File: config.mk
export PLATFORM = sky130hd
export DESIGN_NAME = substring_count_histogram
export DESIGN_NICKNAME = d
export VERILOG_FILES = /design/src/hdl/sch_pkg.sv /design/src/hdl/sch_cell.sv /design/src/hdl/sch_hist.sv /design/src/hdl/substring_count_histogram.sv
export SDC_FILE = /design/constraint.sdc
export NUM_CORES = 2
export LEC_CHECK = 0
export ABC_AREA = 1
export BUFFER_PORTS_ARGS = -buffer_cell sky130_fd_sc_hd__buf_2
export CAP_MARGIN = 20
export CELL_PAD_IN_SITES_DETAIL_PLACEMENT = 1
export CELL_PAD_IN_SITES_GLOBAL_PLACEMENT = 2
export CORE_MARGIN = 5
export CORE_UTILIZATION = 39
export DETAILED_ROUTE_END_ITERATION = 10
export HOLD_SLACK_MARGIN = 0.1
export PLACE_DENSITY_LB_ADDON = 0.1
export SLEW_MARGIN = 20
export SYNTH_ARGS = -nofsm -noshare
export SYNTH_HDL_FRONTEND = slang
export SYNTH_HIERARCHICAL = 1
export SYNTH_SLANG_ARGS = --single-unit
File: constraint.sdc
create_clock -name clk -period 10.62 [get_ports clk]
set_input_delay 0 -clock clk [delete_from_list [all_inputs] [get_ports clk]]
set_output_delay 0 -clock clk [all_outputs]
set_load 0.02 [all_outputs]
File: src/hdl/sch_pkg.sv
// ----------------------------------------------------------------------------
// sch_pkg
// Shared types, constants and helpers of the substring count histogram.
// ----------------------------------------------------------------------------
package sch_pkg;

  localparam int MAX_PATTERN   = 19;
  localparam int PAT_REG_BYTES = 19;
  localparam int HIST_BINS     = 64;
  localparam int BIN_W         = $clog2(HIST_BINS);
  localparam int TOTAL_W       = 16;
  localparam int LEN_W         = 5;
  localparam int CHAR_W        = 8;
  localparam int CFG_W         = 64;
  localparam int CFG_IDX_W     = 2;

  localparam logic [CFG_IDX_W-1:0] CFG_PAT_LOW  = 2'd0;
  localparam logic [CFG_IDX_W-1:0] CFG_PAT_MID  = 2'd1;
  localparam logic [CFG_IDX_W-1:0] CFG_PAT_HIGH = 2'd2;
  localparam logic [CFG_IDX_W-1:0] CFG_PAT_LEN  = 2'd3;

  localparam logic [1:0] MODE_CHAR   = 2'd0;
  localparam logic [1:0] MODE_END    = 2'd1;
  localparam logic [1:0] MODE_REPORT = 2'd2;

  localparam logic [LEN_W-1:0]   LEN_MAX   = LEN_W'(MAX_PATTERN);
  localparam logic [LEN_W-1:0]   CHAR_SAT  = '1;
  localparam logic [BIN_W-1:0]   BIN_TOP   = BIN_W'(HIST_BINS - 1);
  localparam logic [TOTAL_W-1:0] TOTAL_SAT = '1;

  typedef struct packed {
    logic [1:0]        mode;
    logic [CHAR_W-1:0] char_byte;
  } in_item_t;

  typedef struct packed {
    logic [BIN_W-1:0]   occurrences;
    logic [TOTAL_W-1:0] sentence_total;
    logic               last;
  } out_item_t;

  typedef struct packed {
    logic             upd;
    logic             rep;
    logic [BIN_W-1:0] bin;
  } hist_cmd_t;

  function automatic logic [CHAR_W-1:0] pat_byte(input logic [63:0] low,
                                                 input logic [63:0] mid,
                                                 input logic [23:0] high,
                                                 input logic [LEN_W-1:0] idx);
    logic [CHAR_W-1:0] res;
    res = '0;
    if (idx < LEN_W'(8)) begin
      res = low[{idx[2:0], 3'b000} +: CHAR_W];
    end else if (idx < LEN_W'(16)) begin
      res = mid[{idx[2:0], 3'b000} +: CHAR_W];
    end else if (idx < LEN_W'(PAT_REG_BYTES)) begin
      res = high[{idx[1:0], 3'b000} +: CHAR_W];
    end
    return res;
  endfunction

endpackage

File: src/hdl/sch_cell.sv
// ----------------------------------------------------------------------------
// sch_cell
// One window cell: holds a character, shifts it on, and extends the match.
// ----------------------------------------------------------------------------
module sch_cell (
  input  logic                       clk,
  input  logic                       shift_en,
  input  logic                       care,
  input  logic [sch_pkg::CHAR_W-1:0] exp_byte,
  input  logic [sch_pkg::CHAR_W-1:0] char_in,
  input  logic                       match_in,
  output logic [sch_pkg::CHAR_W-1:0] char_out,
  output logic                       match_out
);
  import sch_pkg::*;

  logic [CHAR_W-1:0] char_r;
  logic [CHAR_W-1:0] char_nxt;

  // The match looks at the character this cell takes on the current shift.
  assign char_nxt  = shift_en ? char_in : char_r;
  assign match_out = match_in & (~care | (char_in == exp_byte));
  assign char_out  = char_r;

  always_ff @(posedge clk) begin
    char_r <= char_nxt;
  end

endmodule

File: src/hdl/sch_hist.sv
// ----------------------------------------------------------------------------
// sch_hist
// Histogram memory with bin update and report walk.
// ----------------------------------------------------------------------------
module sch_hist (
  input  logic               clk,
  input  logic               rst_n,
  input  sch_pkg::hist_cmd_t cmd,
  output logic               busy,
  output logic               out_valid,
  input  logic               out_stall,
  output sch_pkg::out_item_t out_data
);
  import sch_pkg::*;

  localparam logic [2:0] ST_IDLE   = 3'd0;
  localparam logic [2:0] ST_UPD_RD = 3'd1;
  localparam logic [2:0] ST_UPD_WR = 3'd2;
  localparam logic [2:0] ST_REP_RD = 3'd3;
  localparam logic [2:0] ST_REP_OUT = 3'd4;

  logic [TOTAL_W-1:0]   mem [HIST_BINS];
  logic [HIST_BINS-1:0] vld_r;
  logic [HIST_BINS-1:0] vld_nxt;
  logic [2:0]           state_r;
  logic [2:0]           state_nxt;
  logic [BIN_W-1:0]     cur_r;
  logic [BIN_W-1:0]     cur_nxt;
  logic [BIN_W-1:0]     top_r;
  logic [BIN_W-1:0]     top_nxt;
  logic [BIN_W-1:0]     largest_r;
  logic [BIN_W-1:0]     largest_nxt;
  logic [TOTAL_W-1:0]   rd_data_r;
  logic                 rd_vld_r;
  logic [TOTAL_W-1:0]   total;
  logic [TOTAL_W-1:0]   total_inc;
  logic                 wr_en;

  assign total     = rd_vld_r ? rd_data_r : '0;
  assign total_inc = (total == TOTAL_SAT) ? total : total + TOTAL_W'(1);
  assign wr_en     = (state_r == ST_UPD_WR);

  assign busy      = (state_r != ST_IDLE);
  assign out_valid = (state_r == ST_REP_OUT);
  assign out_data  = '{occurrences: cur_r, sentence_total: total, last: (cur_r == top_r)};

  always_comb begin
    state_nxt   = state_r;
    cur_nxt     = cur_r;
    top_nxt     = top_r;
    largest_nxt = largest_r;
    vld_nxt     = vld_r;
    case (state_r)
      ST_IDLE: begin
        if (cmd.upd) begin
          cur_nxt   = cmd.bin;
          state_nxt = ST_UPD_RD;
        end else if (cmd.rep) begin
          cur_nxt   = '0;
          top_nxt   = largest_r;
          state_nxt = ST_REP_RD;
        end
      end
      ST_UPD_RD: begin
        state_nxt = ST_UPD_WR;
      end
      ST_UPD_WR: begin
        vld_nxt[cur_r] = 1'b1;
        if (cur_r > largest_r) begin
          largest_nxt = cur_r;
        end
        state_nxt = ST_IDLE;
      end
      ST_REP_RD: begin
        state_nxt = ST_REP_OUT;
      end
      ST_REP_OUT: begin
        if (!out_stall) begin
          if (cur_r == top_r) begin
            state_nxt = ST_IDLE;
          end else begin
            cur_nxt   = cur_r + BIN_W'(1);
            state_nxt = ST_REP_RD;
          end
        end
      end
      default: begin
        state_nxt = ST_IDLE;
      end
    endcase
  end

  always_ff @(posedge clk) begin
    if (!rst_n) begin
      state_r   <= ST_IDLE;
      vld_r     <= '0;
      largest_r <= '0;
      cur_r     <= '0;
      top_r     <= '0;
    end else begin
      state_r   <= state_nxt;
      vld_r     <= vld_nxt;
      largest_r <= largest_nxt;
      cur_r     <= cur_nxt;
      top_r     <= top_nxt;
    end
  end

  always_ff @(posedge clk) begin
    rd_data_r <= mem[cur_r];
    rd_vld_r  <= vld_r[cur_r];
    if (wr_en) begin
      mem[cur_r] <= total_inc;
    end
  end

endmodule

File: src/hdl/substring_count_histogram.sv
// ----------------------------------------------------------------------------
// substring_count_histogram
// Counts pattern matches per sentence and keeps a histogram of the counts.
// ----------------------------------------------------------------------------
//   Channel  Direction  Carries
//   in_      input      mode and character of one transaction
//   out_     output     one histogram bin per transaction
//   cfg_     input      pattern bytes and pattern length writes
//
// Characters stream at full rate while in_stall is low. An end-of-sentence
// transaction passes through a read and then a write of the single-port
// histogram memory. A report makes one memory read per bin, from bin 0 up to
// the largest bin updated so far. Reset is synchronous and clears the
// histogram through per-bin valid bits. in_stall is high while an update or
// a report is in progress; a stalled report bin holds until taken.
module substring_count_histogram (
  input  logic                          clk,
  input  logic                          rst_n,
  input  logic                          in_valid,
  output logic                          in_stall,
  input  sch_pkg::in_item_t             in_data,
  output logic                          out_valid,
  input  logic                          out_stall,
  output sch_pkg::out_item_t            out_data,
  input  logic                          cfg_we,
  input  logic [sch_pkg::CFG_IDX_W-1:0] cfg_index,
  input  logic [sch_pkg::CFG_W-1:0]     cfg_wdata
);
  import sch_pkg::*;

  logic [63:0]       pat_low_r;
  logic [63:0]       pat_mid_r;
  logic [23:0]       pat_high_r;
  logic [LEN_W-1:0]  pat_len_r;
  logic [LEN_W-1:0]  len_eff;
  logic [LEN_W-1:0]  cnt_r;
  logic [LEN_W-1:0]  cnt_nxt;
  logic [LEN_W-1:0]  cnt_inc;
  logic [BIN_W-1:0]  sm_r;
  logic [BIN_W-1:0]  sm_nxt;
  logic [BIN_W-1:0]  sm_eff;
  logic              hit_r;
  logic              hit_nxt;
  logic              in_acc;
  logic              char_acc;
  logic              end_acc;
  logic              hit;
  logic [CHAR_W-1:0] chain [MAX_PATTERN+1];
  logic              mchain [MAX_PATTERN+1];
  hist_cmd_t         cmd;

  assign in_acc   = in_valid & ~in_stall;
  assign char_acc = in_acc & (in_data.mode == MODE_CHAR);
  assign end_acc  = in_acc & (in_data.mode == MODE_END);
  assign len_eff  = (pat_len_r > LEN_MAX) ? LEN_MAX : pat_len_r;
  assign cnt_inc  = (cnt_r == CHAR_SAT) ? cnt_r : cnt_r + LEN_W'(1);
  assign sm_eff   = (hit_r && (sm_r != BIN_TOP)) ? sm_r + BIN_W'(1) : sm_r;

  assign chain[0]  = in_data.char_byte;
  assign mchain[0] = 1'b1;

  for (genvar k = 0; k < MAX_PATTERN; k++) begin : g_cell
    logic              care;
    logic [CHAR_W-1:0] exp_byte;
    assign care     = (LEN_W'(k) < len_eff);
    assign exp_byte = pat_byte(pat_low_r, pat_mid_r, pat_high_r,
                               LEN_W'(len_eff - LEN_W'(k) - LEN_W'(1)));
    sch_cell u_cell (
      .clk       (clk),
      .shift_en  (char_acc),
      .care      (care),
      .exp_byte  (exp_byte),
      .char_in   (chain[k]),
      .match_in  (mchain[k]),
      .char_out  (chain[k+1]),
      .match_out (mchain[k+1])
    );
  end

  assign hit = mchain[MAX_PATTERN] & (len_eff != '0) & (cnt_inc >= len_eff);

  always_comb begin
    cnt_nxt = cnt_r;
    sm_nxt  = sm_eff;
    hit_nxt = 1'b0;
    if (char_acc) begin
      cnt_nxt = cnt_inc;
      hit_nxt = hit;
    end else if (end_acc) begin
      cnt_nxt = '0;
      sm_nxt  = '0;
    end
  end

  assign cmd = '{upd: end_acc,
                 rep: in_acc & (in_data.mode == MODE_REPORT),
                 bin: sm_eff};

  always_ff @(posedge clk) begin
    if (!rst_n) begin
      cnt_r      <= '0;
      sm_r       <= '0;
      hit_r      <= 1'b0;
      pat_low_r  <= '0;
      pat_mid_r  <= '0;
      pat_high_r <= '0;
      pat_len_r  <= LEN_W'(1);
    end else begin
      cnt_r <= cnt_nxt;
      sm_r  <= sm_nxt;
      hit_r <= hit_nxt;
      if (cfg_we) begin
        case (cfg_index)
          CFG_PAT_LOW:  pat_low_r  <= cfg_wdata;
          CFG_PAT_MID:  pat_mid_r  <= cfg_wdata;
          CFG_PAT_HIGH: pat_high_r <= cfg_wdata[23:0];
          CFG_PAT_LEN:  pat_len_r  <= cfg_wdata[LEN_W-1:0];
          default: begin
          end
        endcase
      end
    end
  end

  sch_hist u_hist (
    .clk       (clk),
    .rst_n     (rst_n),
    .cmd       (cmd),
    .busy      (in_stall),
    .out_valid (out_valid),
    .out_stall (out_stall),
    .out_data  (out_data)
  );

endmodule

==> results.md <==
* Outcome: completed
* Starting DRT DRC Count at 4983
* Fmax at 124 MHz
* Final setup vio count at 0
* Die ar. at 0.189 sq mm
* Routed Antenna Nets at 0
* Commonest non-fill, non-tap cell in the layout: nand2_1
* Postcts setup bufs at 0
* Worst slew margin at 0.148
* Hold crit path type: input port to flop
* Die X at 434 um
* Wire per inst at ~26 um
* Layout cell share with drive strength beyond 1 at 0.0692
* Crit path required time at 11370 ps
* Core Area at 0.179 sq mm
* H-tree depth at 4
* Clock sink count at 1439
* Worst Max-Slew Pin Slew at 1270 ps
* Slew Limit Fails at 0
* Area delta synth->final at 14.7%
* Syn nets at 8625
* Most frequent cells in the layout: 4326 x nand2_1, 1168 x edfxtp_1, 483 x nor2_1
* TritonCTS clock tree: yes
* Power Dens Cells at 202 mW/mm^2
* Detailed Place HPWL at around 200000 um
* Cell area after synthesis at 0.0702 sq mm
* Final period util at 0.761
* Global Route Usage Sum at 0.308
* Mapped Cells at 8510
* Clock root buffer: clkbuf_16
* Clock transition at the registers of the reported paths at about 60 ps
* Synth Warn # at 6
* Initial antenna violation count at 19
* Hold path depth at 4
* GRT overflow at 0
* Setup CP Type: flop to flop
* CP startpoint: pat_len_r[4]
* Vias in the first global route at 59200
* WHS Endpoint: pat_high_r[16]
* PortBufs at 105
* Worst setup EP type: flop
* Worst Path Arrival at 8840 ps
* Inst Count DP at between 10000 and 15000
* Peak VDD IR at 278 uV
* Reg2reg start: pat_len_r[4]
* Syn_area_per_cell at 8.25 sq um
* Post-DR vias/cell at 5.31
* Worst clock skew at 47.4 ps
* Number of gates resized after CTS at 0
* Drt first pass iters at 6
* R2r worst-path depth at 56
* Clk_lat worst skew at 850 ps
* Final net count at 8823
* Starting Density at 0.393
* Period minus WS final at 8080 ps
* FF-to-FF setup slack at 2540 ps
* Final hold violations at 0
* Largest net degree at the start of global routing at 158
* Placer congestion estimate at between 0.9 and 1
* Die H at approximately 430 um
* Leak at 33.7 nW
* RR Endpoint: hit_r
* Non-filler cells, final at 11200
* Routed wire length at 295000 um
* Startpoint Class: flop
* RSZ-0062 raised after global routing: no
* Slowest-stage cell, CP: o21ai_0
* Row cnt at 155
* IO Count at 106
* Setup TNS at 0 ps
* First-pass GRT wire length at 420000 um
* DR vias at 59500
* Max_cap viols at 0
* Worst-path fanout max at between 100 and 150
* DRC at 0
* Largest stage delay on the critical path at 670 ps
* Clock Path Buffers at 3
* Num CTS Buffers at 164
* HP Start: cfg_wdata[16]
==> sequential cells by signal, summed over array words and instances (netlist names), 16 cells and up <==
signal / count
g_cell.u_cell/char_out: 144
u_hist/mem: 1024
u_hist/vld_r: 64
u_hist/rd_data_r: 16
pat_high_r: 24
pat_low_r: 64
pat_mid_r: 64
==> critical path, delay by kind of cell, from the launching register on <==
family          cells  cell delay [ps]
flops               1              310
compound gates     21             2630
fa+ha+maj           1              500
buf+inv            23             2830
simple gates       11             1660
==> through the flow <==
stage                util  instance area [sq um]  hold slack (ps)  setup WS, ps  total power, W
finish              0.450                  80500              185          2540          0.0162
global placement    0.410                  73400              242          2660          0.0106
floorplan               -                  70200             98.9          2780         0.00900
CTS                 0.450                  80500              110          2610          0.0164
global route        0.450                  80500              133          1750          0.0170
detailed placement  0.411                  73400              253          2660          0.0107
==> final cells by class <==
class                   instances  area [sq um]
clock buffers                 224          4520
diodes                         14          35.0
fillers                     21100         98300
well taps                    2355          2950
clock inverters                80           693
inverters                     457          1730
multi-input cells            6211         26500
flip-flops and latches       1439         40500
repair buffers                435          3570
==> metal layers <==
metal,track usage,wire length [um],part of all wire
met5,0,31,0.00011
met4,0.147,15800,0.054
met3,0.0419,14600,0.050
met2,0.515,140000,0.48
met1,0.396,124000,0.42
==> power by group <==
group	internal (W)	total, W	switching, W
Sequential	0.00632	0.00650	0.000179
Clock	0.00315	0.00558	0.00243
Combinational	0.00102	0.00414	0.00312
==> worst max-delay path by stage <==
stage	to	slack (ps)	cells after the start
floorplan	g_cell[0].u_cell/char_out[0]	2780	7
global placement	hit_r	2660	56
detailed placement	hit_r	2660	56
CTS	hit_r	2610	56
global route	hit_r	1750	56
finish	hit_r	2540	56
==> what timing repair did <==
action | in CTS | in global routing
hold buffers | 181 | 0
setup endpoints to repair | 0 | 0
endpoints found under the hold margin | 227 | 0
Note: power is estimated with default switching activity, not from simulation.
